--- src/hdl/krf_pkg.sv ---
// ----------------------------------------------------------------------------
// krf_pkg
// Shared types, constants and key helpers for the keepalive replay filter.
// ----------------------------------------------------------------------------
package krf_pkg;

    localparam int KEY_W       = 64;
    localparam int STATUS_W    = 2;
    localparam int COUNT_OUT_W = 7;

    localparam logic [KEY_W-1:0] SIGN_BIT  = 64'h8000_0000_0000_0000;
    localparam logic [KEY_W-1:0] EXP_MASK  = 64'h7FF0_0000_0000_0000;
    localparam logic [KEY_W-1:0] FRAC_MASK = 64'h000F_FFFF_FFFF_FFFF;

    typedef enum logic [STATUS_W-1:0] {
        ST_NEW    = 2'd0,
        ST_REPLAY = 2'd1,
        ST_NAN    = 2'd2
    } status_t;

    // Commands from the sequencer to the datapath.
    typedef struct packed {
        logic load;        // capture a new key, clear scan state
        logic rd_scan;     // read entry at idx
        logic wr_scan;     // write key or carried entry at idx, advance
        logic adv;         // advance idx without writing
        logic wr_append;   // write tail entry at idx, bump count
        logic clr_idx;     // restart idx for the prune copy
        logic rd_copy;     // read entry at idx + drop
        logic wr_copy;     // write copied entry at idx, advance
        logic set_keep;    // set count to the post-prune size
        logic set_replay;
        logic set_nan;
        logic out_load;    // load the result register
    } cmd_t;

    // Status from the datapath to the sequencer.
    typedef struct packed {
        logic is_nan;
        logic at_end;      // idx has reached count
        logic lt;          // stored entry below key
        logic eq;          // stored entry equals key
        logic inserted;    // key already placed in this pass
        logic full;        // count above capacity
        logic copy_end;    // prune copy finished
    } sts_t;

    function automatic logic is_nan(input logic [KEY_W-1:0] bits);
        return ((bits & EXP_MASK) == EXP_MASK) && ((bits & FRAC_MASK) != '0);
    endfunction

    // Map a double bit pattern to an unsigned key of the same order.
    function automatic logic [KEY_W-1:0] order_key(input logic [KEY_W-1:0] bits);
        logic [KEY_W-1:0] b;
        b = (bits == SIGN_BIT) ? '0 : bits;
        return b[KEY_W-1] ? ~b : (b | SIGN_BIT);
    endfunction

endpackage

--- src/hdl/krf_ctrl.sv ---
// ----------------------------------------------------------------------------
// krf_ctrl
// Sequencer for scan, ordered insert and prune copy; owns the handshakes.
// ----------------------------------------------------------------------------
module krf_ctrl (
    input  logic          aclk,
    input  logic          aresetn,
    input  logic          s_valid,
    output logic          s_ready,
    output logic          m_valid,
    input  logic          m_ready,
    input  krf_pkg::sts_t sts,
    output krf_pkg::cmd_t cmd
);

    typedef enum logic [6:0] {
        IDLE     = 7'b0000001,
        SCAN_RD  = 7'b0000010,
        SCAN_CMP = 7'b0000100,
        CHECK    = 7'b0001000,
        COPY_RD  = 7'b0010000,
        COPY_WR  = 7'b0100000,
        FINISH   = 7'b1000000
    } state_t;

    state_t state_reg, state_next;
    logic   m_valid_reg, m_valid_next;

    always_comb begin
        cmd        = '0;
        state_next = state_reg;
        unique case (state_reg)
            IDLE: begin
                if (s_valid) begin
                    cmd.load   = 1'b1;
                    state_next = SCAN_RD;
                end
            end
            SCAN_RD: begin
                priority if (sts.is_nan) begin
                    cmd.set_nan = 1'b1;
                    state_next  = FINISH;
                end else if (sts.at_end) begin
                    cmd.wr_append = 1'b1;
                    state_next    = CHECK;
                end else begin
                    cmd.rd_scan = 1'b1;
                    state_next  = SCAN_CMP;
                end
            end
            SCAN_CMP: begin
                priority if (sts.inserted) begin
                    cmd.wr_scan = 1'b1;
                    state_next  = SCAN_RD;
                end else if (sts.eq) begin
                    cmd.set_replay = 1'b1;
                    state_next     = FINISH;
                end else if (sts.lt) begin
                    cmd.adv    = 1'b1;
                    state_next = SCAN_RD;
                end else begin
                    cmd.wr_scan = 1'b1;
                    state_next  = SCAN_RD;
                end
            end
            CHECK: begin
                if (sts.full) begin
                    cmd.clr_idx = 1'b1;
                    state_next  = COPY_RD;
                end else begin
                    state_next = FINISH;
                end
            end
            COPY_RD: begin
                if (sts.copy_end) begin
                    cmd.set_keep = 1'b1;
                    state_next   = FINISH;
                end else begin
                    cmd.rd_copy = 1'b1;
                    state_next  = COPY_WR;
                end
            end
            COPY_WR: begin
                cmd.wr_copy = 1'b1;
                state_next  = COPY_RD;
            end
            FINISH: begin
                if (!m_valid_reg || m_ready) begin
                    cmd.out_load = 1'b1;
                    state_next   = IDLE;
                end
            end
            default: begin
                state_next = IDLE;
            end
        endcase
    end

    always_comb begin
        m_valid_next = m_valid_reg;
        if (cmd.out_load) begin
            m_valid_next = 1'b1;
        end else if (m_ready) begin
            m_valid_next = 1'b0;
        end
    end

    always_ff @(posedge aclk) begin
        if (!aresetn) begin
            state_reg   <= IDLE;
            m_valid_reg <= 1'b0;
        end else begin
            state_reg   <= state_next;
            m_valid_reg <= m_valid_next;
        end
    end

    assign s_ready = (state_reg == IDLE);
    assign m_valid = m_valid_reg;

    a_no_overwrite: assert property (@(posedge aclk) disable iff (!aresetn)
        cmd.out_load |-> (!m_valid_reg || m_ready))
        else $error("result register loaded over an untaken transaction");

    a_single_write: assert property (@(posedge aclk) disable iff (!aresetn)
        $onehot0({cmd.wr_scan, cmd.wr_append, cmd.wr_copy}))
        else $error("more than one memory write source in a cycle");

    a_accept_to_scan: assert property (@(posedge aclk) disable iff (!aresetn)
        (s_valid && s_ready) |=> (state_reg == SCAN_RD))
        else $error("accepted transaction did not start a scan");

endmodule

--- config.mk ---
export PLATFORM = sky130hd
export DESIGN_NAME = krf_ctrl
export DESIGN_NICKNAME = d
export VERILOG_FILES = /design/src/hdl/krf_pkg.sv /design/src/hdl/krf_ctrl.sv
export SDC_FILE = /design/constraint.sdc
export NUM_CORES = 1
export LEC_CHECK = 0
export BUFFER_PORTS_ARGS = -buffer_cell sky130_fd_sc_hd__buf_4
export CORE_AREA = 2 2 39 41
export CTS_CLUSTER_DIAMETER = 60
export DETAILED_ROUTE_END_ITERATION = 8
export DIE_AREA = 0 0 41 43
export HOLD_SLACK_MARGIN = 0.08
export PLACE_DENSITY = 0.78
export SYNTH_ARGS = -nofsm -noshare
export SYNTH_HDL_FRONTEND = slang
export SYNTH_SLANG_ARGS = --single-unit
--- constraint.sdc ---
create_clock -name aclk -period 3.7 [get_ports aclk]
set_input_delay 0.37 -clock aclk [delete_from_list [all_inputs] [get_ports aclk]]
set_output_delay 0.37 -clock aclk [all_outputs]
set_load 0.1 [all_outputs]
# After elaboration in Yosys (flattened, before gate mapping)
# Cells that the tools add are included.
dict set report word_totals {
  ff_bits 8
  input_bits 11
  out_inout_bits 14
}
dict set report classes {
  n_eq_ne 9
  mux 39
  n_reduce_logical 4
}
# cell count
set ops {}
lappend ops {{2-to-1 mux 7 bit} 7}
lappend ops {{one-hot mux 7 bit (7 select lines)} 1}
lappend ops {{2-to-1 mux 1 bit} 28}
lappend ops {{== test 7 x 1 -> 1 bit, second input constant} 1}
lappend ops {{== test 7 x 2 -> 1 bit, second input constant} 1}
lappend ops {{== test 7 x 3 -> 1 bit, second input constant} 1}
lappend ops {{== test 7 x 4 -> 1 bit, second input constant} 1}
lappend ops {{== test 7 x 5 -> 1 bit, second input constant} 1}
lappend ops {{== test 7 x 6 -> 1 bit, second input constant} 1}
lappend ops {{== test 7 bit, second input constant} 1}
lappend ops {{2-to-1 mux 2 bit} 2}
lappend ops {{2-to-1 mux 4 bit} 1}
lappend ops {{inequality test 2 bit, second input constant} 2}
lappend ops {{AND reduction 2 bit} 1}
lappend ops {{nonzero test 2 bit} 1}
lappend ops {{logical NOT 1 bit} 1}
lappend ops {{logical OR 1 bit} 1}

# Depth between registers and ports, before layout
# Gate-level depths: netlist (run 1).
dict set report logic_depth {
  ltp_word 5
  ltp_mapped 6
}

# Least setup slack after synthesis (run 1)
# No wires, ideal clock.
dict set report synth_path {
  kind {reg2out}
  start {register state_reg[4]}
  end {output cmd[8] (netlist name)}
  arrival_ns 2.696
  path_slack_ns 0.634
  stages_incl_launch_ff 4
  path_cell_list {dfxtp_1 -> nor4_4 -> nand3_2 -> nor4b_2}
}
# item line
set synth_lines {}
lappend synth_lines {{start: declaration} krf_ctrl.sv:26} ;# state_t state_reg, state_next;
lappend synth_lines {{start signal: assignment} krf_ctrl.sv:113} ;# state_reg <= state_next;
lappend synth_lines {{end: declaration} krf_ctrl.sv:13} ;# output krf_pkg::cmd_t cmd

==> results by group, run 1 <==
Status
  – Run status: finished, final reports clean

Hold path
  – Hold crit path type: in2reg
  – WHS Path Cells: 2

Detailed routing
  – Via Count: 654
  – Post-route DRC: 0
  – Routed Wire Length: 1380 um
  – Via-per-instance ratio: 5.64
  – Routed WL per cell: 11.9 um
  – Antenna-violating nets left: 0
  – TritonRoute pass-1 iters: 4
  – DRT iter0 DRCs: 14

Floorplan
  – # IOs: 25
  – Die area: 1760 um^2
  – FP Rows: 14
  – Initial core utilization: 0.457
  – Die H: 43 um
  – Die X: 41 um
  – Core Area: 1380 um^2

STA
  – Slew Limit Fails: 0
  – Peak Freq: 0.420 GHz
  – Setup ws final: 1320 ps
  – Unrepaired setup endpoints after global routing: false
  – Clk_skew: 4.03 ps
  – Worst slew pin tran: 576 ps
  – Final cycle utilization of the critical path: 0.643
  – Final hold vios: 0
  – Slew HR: 0.613
  – Period minus WS final: 2380 ps
  – Final setup viols: 0
  – Setup TNS: 0 ps

Layout
  – Number of antenna diodes: 0
  – Max reg flops: 7
  – Fraction of layout cells with a size suffix above 1: 0.390
  – Nets: 113
  – Area Growth Syn to Fin: 32.1%

Flow run
  – Total of max-cap violations: 0

Synthesis
  – Yosys warnings: 0
  – Post-synth EDFFs: 0
  – Netlist cell types: 34
  – Main synth FF type: dfxtp_1
  – Synthesis-stage register bit count: 8
  – Average size of a mapped cell: 8.21 um^2
  – Sequential fraction of the synthesis area: 0.253
  – Synth Cell Area: 632 um^2
  – Cells after synthesis: 77
  – Syn_nets: 88
  – FFs w/ async S/R, synth: 0

Clocking
  – CTS root buffer: clkbuf_4
  – Worst-Skew Late Latency: 250 ps
  – CTS resizes: 0
  – Clock slew at reported path FFs: 60 ps
  – Num Clock Sinks: 8
  – CTS tree: built
  – Bufs on Longest Clock Path: 2
  – Hold buffer count at CTS: 0
  – CTS Buf Count: 3
  – H-tree depth: 1
  – Post-CTS setup buffers: 0

Global route
  – All-Layer GR Usage: 0.180
  – Global-route wire length before repair: 2240 um
  – Initial antenna violation count: 0
  – Vias in the first global route: 544
  – GR Overflow Total: 0
  – Largest net degree at the start of global routing: 13

Pwr
  – Sequential share of power: 0.336
  – Combinational share of power: 0.449
  – Power Dens Cells: 380 nW/um^2
  – Peak supply drop: 0.218 mV
  – Clock power share: 0.215
  – Internal: 0.000176 W
  – Leakage: 0.369 nW
  – Sw power: 0.000141 W
  – Sw Ratio: 0.444

Setup path
  – Worst path required time: 3330 ps
  – Critical Path End Type: output pin
  – WP depth: 5
  – Top Family by Delay on Critical Path: simple AND/OR/NAND/NOR gates
  – Slowest stage cell, crit path: nor3_1
  – Crit-path max FO: 11
  – Critical path arrival: 2010 ps
  – Crit-path cells: nor3_1 -> buf_4 -> and3_1 -> and2_1 -> buf_4
  – Critical path class: reg2out
  – Buf/Inv on CP: 2
  – Worst stage delay on the critical path: 530 ps
  – Critical path startpoint category: flop
  – CP most frequent cell: buf_4
  – Reg2Reg Depth: 3

Placed design
  – # port buffers: 24
  – Pre-CTS setup slack: 1590 ps
  – Final GP Congestion: 0.841
  – Hpwl dp: 1090 um
[path summary, 6_finish.rpt]
kind                             startpoint                        end  slack [ps]
setup / recovery  state_reg[2]$_SDFFE_PN0P_                    cmd[11]        1320
hold / removal                       sts[0]  state_reg[5]$_SDFFE_PN0P_         290
setup reg to reg  state_reg[0]$_SDFFE_PN1P_  state_reg[1]$_SDFFE_PN0P_        2160
hold reg to reg        m_valid$_SDFFE_PN0P_       m_valid$_SDFFE_PN0P_         670
[power groups by stage]
stage	combinational (W)	clock [W]	sequential, W
2_1_floorplan	0.000118	0	0.000100
3_3_place_gp	0.000142	0	0.000107
3_5_place_dp	0.000143	0	0.000108
4_1_cts	0.000143	0.0000682	0.000106
5_1_grt	0.000152	0.0000763	0.000108
6_report	0.000142	0.0000681	0.000107
[metrics by stage]
stage | instances | hold WS [ps] | util | power (W) | area [um^2]
final | 116 | 295 | 0.603 | 0.000317 | 835
after global routing | 116 | 285 | 0.603 | 0.000337 | 835
after CTS | 116 | 294 | 0.603 | 0.000317 | 835
after detailed placement | 113 | 560 | 0.587 | 0.000250 | 812
after global placement | 113 | 560 | 0.587 | 0.000249 | 812
after floorplan | 77 | 446 | - | 0.000218 | 632
[logic make-up (layout without fill, tap and decap cells)]
kind of cell,count (synthesis),in the layout,synth area share
buffers and inverters,11,34,0.0792
AO/OA/AOI/OAI,14,14,0.192
flip-flops,8,8,0.253
XOR/XNOR,1,1,0.0139
AND/OR/NAND/NOR,43,43,0.461
[metal layers]
metal | vias up | share of wire | track usage
met5 | - | 0 | 0
met4 | 0 | 0.010 | 0.0600
met3 | 2 | 0.070 | 0.0314
met2 | 26 | 0.44 | 0.256
met1 | 294 | 0.48 | 0.264
li1 | 332 | - | -
[cells in the mapped netlist, types with 2 or more instances]
cell type	count	area share
a2111oi_2	2	0.048
a21oi_1	2	0.016
a41o_1	2	0.032
buf_2	4	0.032
dfxtp_1	8	0.25
inv_1	6	0.036
nand2_1	2	0.012
nand3_1	4	0.032
nor2_1	12	0.071
nor2b_1	4	0.040
nor3_1	2	0.016
nor3b_1	4	0.048
nor4b_2	3	0.071
o21ai_0	2	0.016
[layout make-up]
type | instances | area [um^2]
Clock buffer | 3 | 22.5
Inverter | 6 | 22.5
Multi-Input combinational cell | 58 | 422
Sequential cell | 8 | 160
Tap cell | 16 | 20.0
Timing Repair Buffer | 25 | 188
Fill cell | 120 | 549
[worst reg2reg max path, stage by stage (launching register included)]
cell and delay [ps]:
dfxtp_1 620, nor4b_2 140, a32o_2 270, a2111oi_2 390
[placed cells by master, fill, tap and decap left out, types with 2 or more instances in the layout]
cell type | Yosys | final
nor2b_1 | 4 | 4
nor3b_1 | 4 | 4
clkbuf_4 | 0 | 3
nor3_1 | 2 | 2
a2111oi_2 | 2 | 2
inv_1 | 6 | 6
nor4b_2 | 3 | 3
o21ai_0 | 2 | 2
nand2_1 | 2 | 2
a21oi_1 | 2 | 2
buf_4 | 1 | 25
dfxtp_1 | 8 | 8
nor2_1 | 12 | 12
nand3_1 | 4 | 4
a41o_1 | 2 | 2
(Power assumes the default switching activity.)
==> run 2: changes to the inputs <==
--- a/config.mk
+++ b/config.mk
@@ -6,12 +6,11 @@
 export NUM_CORES = 1
 export LEC_CHECK = 0
 export BUFFER_PORTS_ARGS = -buffer_cell sky130_fd_sc_hd__buf_4
-export CORE_AREA = 2 2 39 41
+export CORE_UTILIZATION = 46
 export CTS_CLUSTER_DIAMETER = 60
 export DETAILED_ROUTE_END_ITERATION = 8
-export DIE_AREA = 0 0 41 43
 export HOLD_SLACK_MARGIN = 0.08
-export PLACE_DENSITY = 0.78
+export PLACE_DENSITY = 0.76
 export SYNTH_ARGS = -nofsm -noshare
 export SYNTH_HDL_FRONTEND = slang
 export SYNTH_SLANG_ARGS = --single-unit
==> constraint.sdc (replaced) <==
create_clock -name aclk -period 2.44 [get_ports aclk]
set_input_delay 0.244 -clock aclk [delete_from_list [all_inputs] [get_ports aclk]]
set_output_delay 0.244 -clock aclk [all_outputs]
set_load 0.1 [all_outputs]
==> results by group, run 2 (synthesized netlist as in run 1, its figures left out) <==
STA
  – Setup TNS: 0 ps
  – Slew HR: 0.670
  – Period minus WS final: 2230 ps
  – Worst slew pin tran: 495 ps
  – Unrepaired setup endpoints after global routing: false
  – Peak Freq: 0.449 GHz
  – Final hold vios: 0
  – Final cycle utilization of the critical path: 0.912
  – Final setup viols: 0
  – Clk_skew: 6.93 ps
  – Slew Limit Fails: 0

Pwr
  – Clock power share: 0.213
  – Leakage: 0.376 nW
  – Peak supply drop: 0.488 mV
  – Combinational share of power: 0.453
  – Sequential share of power: 0.334
  – Sw power: 0.000217 W
  – Power Dens Cells: 577 nW/um^2
  – Total power: 0.000487 W
  – Sw Ratio: 0.446
  – Internal: 0.000270 W

Clocking
  – Post-CTS setup buffers: 0
  – Bufs on Longest Clock Path: 2
  – Hold buffer count at CTS: 0
  – H-tree depth: 1
  – Clock slew at reported path FFs: 60 ps
  – CTS resizes: 0
  – CTS tree: built
  – Num Clock Sinks: 8
  – CTS root buffer: clkbuf_4
  – Worst-Skew Late Latency: 260 ps
  – CTS Buf Count: 3

Detailed routing
  – DRT iter0 DRCs: 10
  – TritonRoute pass-1 iters: 4
  – Antenna-violating nets left: 0
  – Post-route DRC: 0
  – Via Count: 657
  – Routed WL per cell: 12.9 um
  – Routed Wire Length: 1470 um
  – Via-per-instance ratio: 5.76

Setup path
  – Crit-path cells: nor4_4 -> nand3_2 -> nor4b_4 -> buf_4
  – Critical path startpoint category: flop
  – Slowest stage cell, crit path: nor4_4
  – Critical Path End Type: output pin
  – Critical path class: reg2out
  – Worst path required time: 2200 ps
  – Worst stage delay on the critical path: 500 ps
  – Critical path arrival: 1980 ps
  – Crit-path max FO: 7

Status
  – Run status: finished, final reports clean

Floorplan
  – Die X: 39.1 um
  – FP Rows: 12
  – Core Area: 1190 um^2
  – Die area: 1530 um^2
  – # IOs: 25
  – Die H: 39.1 um
  – Initial core utilization: 0.533

Flow run
  – Total of max-cap violations: 0

Placed design
  – Placed cell count: 111
  – Final GP Congestion: 0.734
  – # port buffers: 24
  – Hpwl dp: 1180 um

Layout
  – Fillers: 100
  – Most common cell after layout, fill and taps aside: buf_4
  – Reg area: 160 um^2
  – Area Growth Syn to Fin: 33.5%
  – Nets: 113
  – Multi-input combinational cell area: 433 um^2
  – Fin util: 0.711
  – Most frequent cells in the layout: buf_4 (25), nor2_1 (12), dfxtp_1 (8), inv_1 (6)
  – Fraction of layout cells with a size suffix above 1: 0.410
  – Non-Filler Instances: 114
  – Number of antenna diodes: 0
  – Max reg flops: 7

Hold path
  – Hold crit path type: in2reg

Global route
  – All-Layer GR Usage: 0.229
  – GR Overflow Total: 0
  – Initial antenna violation count: 0
  – Global-route wire length before repair: 2300 um
  – Largest net degree at the start of global routing: 13
  – Vias in the first global route: 498
## run 2: cell counts in the layout (fill, tap and decap cells not counted)
No cell type changed its count.
## run 2: routing by layer
layer	GRT usage	wire, um	vias up
met5	0	0	-
met4	0.0259	0	0
met3	0.104	70	0
met2	0.367	722	13
met1	0.286	677	312
li1	-	-	332
## run 2: final timing paths
kind                                                start                   endpoint  slack [ps]  cells after the start
worst min register to register       m_valid$_SDFFE_PN0P_       m_valid$_SDFFE_PN0P_         670                      3
worst max-delay path            state_reg[4]$_SDFFE_PN0P_                     cmd[8]         210                      4
worst max register to register  state_reg[2]$_SDFFE_PN0P_  state_reg[0]$_SDFFE_PN1P_         880                      4
worst min-delay path                               sts[0]  state_reg[5]$_SDFFE_PN0P_         160                      2
## run 2: layout make-up
type                    count  area share
multi-input cells          58       0.513
well taps                  14      0.0208
flip-flops and latches      8       0.190
clock buffers               3      0.0267
inverters                   6      0.0267
repair buffers             25       0.223
## run 2: worst max-delay path: cells and delay by family (launching register included)
family | cells | cell delay (ps)
buf+inv | 1 | 320
flops | 1 | 390
simple gates | 3 | 1010
## run 2: power groups by stage
stage,Combinational (W),Sequential [W],Clock [W]
floorplan,0.000182,0.000152,0
detailed placement,0.000221,0.000164,0
global route,0.000234,0.000164,0.000115
finish,0.000221,0.000163,0.000103
global placement,0.000220,0.000164,0
CTS,0.000221,0.000161,0.000108
## run 2: metrics by stage
stage,hold WS [ps],instance area [um^2],setup slack [ps]
6_report,159,843,215
5_1_grt,151,843,69.9
4_1_cts,152,843,197
3_5_place_dp,433,821,483
3_3_place_gp,431,821,499
2_1_floorplan,320,643,-62.5
==> run 3: changes to the inputs <==
--- a/config.mk
+++ b/config.mk
@@ -6,11 +6,14 @@
 export NUM_CORES = 1
 export LEC_CHECK = 0
 export BUFFER_PORTS_ARGS = -buffer_cell sky130_fd_sc_hd__buf_4
-export CORE_UTILIZATION = 46
+export CELL_PAD_IN_SITES_DETAIL_PLACEMENT = 1
+export CELL_PAD_IN_SITES_GLOBAL_PLACEMENT = 1
+export CORE_ASPECT_RATIO = 0.8
+export CORE_UTILIZATION = 33
 export CTS_CLUSTER_DIAMETER = 60
 export DETAILED_ROUTE_END_ITERATION = 8
 export HOLD_SLACK_MARGIN = 0.08
-export PLACE_DENSITY = 0.76
+export PLACE_DENSITY_LB_ADDON = 0.1
 export SYNTH_ARGS = -nofsm -noshare
 export SYNTH_HDL_FRONTEND = slang
 export SYNTH_SLANG_ARGS = --single-unit
==> results by group, run 3 (synthesized netlist as in run 1, its figures left out) <==
Status
  – Run status: finished, final reports clean

Detailed routing
  – Via-per-instance ratio: 5.56
  – Routed WL per cell: 14.3 um
  – DRT iter0 DRCs: 5
  – Via Count: 689
  – TritonRoute pass-1 iters: 4
  – Antenna-violating nets left: 0
  – Routed Wire Length: 1780 um
  – Post-route DRC: 0

Floorplan
  – Die area: 2090 um^2
  – Die X: 50.9 um
  – Core Area: 1710 um^2
  – # IOs: 25
  – FP Rows: 13
  – Die H: 41.1 um
  – Initial core utilization: 0.370

Global route
  – Vias in the first global route: 588
  – Largest net degree at the start of global routing: 13
  – Initial antenna violation count: 0
  – Global-route wire length before repair: 2890 um
  – GR Overflow Total: 0
  – All-Layer GR Usage: 0.200

STA
  – Period minus WS final: 2130 ps
  – Setup TNS: 0 ps
  – Final cycle utilization of the critical path: 0.872
  – Final hold vios: 0
  – Unrepaired setup endpoints after global routing: false
  – Clk_skew: 2.67 ps
  – Final setup viols: 0
  – Setup ws final: 313 ps
  – Worst slew pin tran: 607 ps
  – Peak Freq: 0.470 GHz
  – Slew Limit Fails: 0
  – Slew HR: 0.592

Layout
  – Most common cell after layout, fill and taps aside: buf_4
  – Max reg flops: 7
  – Fraction of layout cells with a size suffix above 1: 0.422
  – Area Growth Syn to Fin: 37.4%
  – Number of antenna diodes: 0
  – Most frequent cells in the layout: buf_4 (27), nor2_1 (12), dfxtp_1 (8), inv_1 (6)
  – Design area: 868 um^2
  – Nets: 115

Pwr
  – Leakage: 0.386 nW
  – Power Dens Cells: 579 nW/um^2
  – Peak supply drop: 0.314 mV

Clocking
  – Bufs on Longest Clock Path: 2
  – Worst-Skew Late Latency: 260 ps
  – Clock slew at reported path FFs: 60 ps
  – CTS Buf Count: 3
  – CTS resizes: 0
  – Hold buffer count at CTS: 0
  – CTS tree: built
  – Num Clock Sinks: 8
  – CTS root buffer: clkbuf_4
  – H-tree depth: 1
  – Post-CTS setup buffers: 0

Setup path
  – Critical Path End Type: output pin
  – Critical path startpoint category: flop
  – Crit-path max FO: 8
  – Worst path required time: 2200 ps
  – Slowest stage cell, crit path: nor3_1
  – Critical path class: reg2out
  – Critical path arrival: 1880 ps
  – Worst stage delay on the critical path: 550 ps
  – Crit-path cells: nor3_1 -> and3_2 -> and2_2 -> buf_4
  – Top Family by Delay on Critical Path: simple AND/OR/NAND/NOR gates
  – Buf/Inv on CP: 1

Placed design
  – Post-DP Area: 846 um^2
  – # port buffers: 24
  – Pre-CTS setup slack: 561 ps
  – Hpwl dp: 1420 um
  – Final GP Congestion: 0.795

Flow run
  – Total of max-cap violations: 0

Hold path
  – Hold crit path type: in2reg
[run 3: final cells by class]
class                           instances  area, um^2
Clock buffer                            3        22.5
Fill cell                             227         840
Inverter                                6        22.5
Multi-Input combinational cell         58         433
Sequential cell                         8         160
Tap cell                               22        27.5
Timing Repair Buffer                   27         203
[run 3: power by group]
group | internal, W | switching, W
combinational | 0.0000788 | 0.000154
clock | 0.0000567 | 0.0000517
sequential | 0.000139 | 0.0000226
total | 0.000274 | 0.000228
[run 3: routing by layer]
| metal | track usage | up-vias | part of all wire |
|---|---|---|---|
| li1 | - | 339 | - |
| met1 | 0.263 | 336 | 0.49 |
| met2 | 0.319 | 11 | 0.46 |
| met3 | 0.0667 | 3 | 0.037 |
| met4 | 0.0417 | 0 | 0.0073 |
| met5 | 0 | - | 0 |
[run 3: per-stage QoR]
step	hold WS, ps	cells	util	total power [W]
CTS	152	124	0.508	0.000505
global placement	433	121	0.495	0.000394
floorplan	320	77	-	0.000334
detailed placement	432	121	0.495	0.000397
finish	154	124	0.508	0.000503
global route	151	124	0.508	0.000532
[run 3: final timing paths]
kind / startpoint / to / slack, ps / cells after the start
hold / removal: sts[0] / state_reg[5]$_SDFFE_PN0P_ / 150 / 2
setup reg to reg: state_reg[1]$_SDFFE_PN0P_ / state_reg[0]$_SDFFE_PN1P_ / 790 / 4
setup / recovery: state_reg[1]$_SDFFE_PN0P_ / cmd[11] / 310 / 4
hold reg to reg: state_reg[2]$_SDFFE_PN0P_ / state_reg[5]$_SDFFE_PN0P_ / 640 / 3
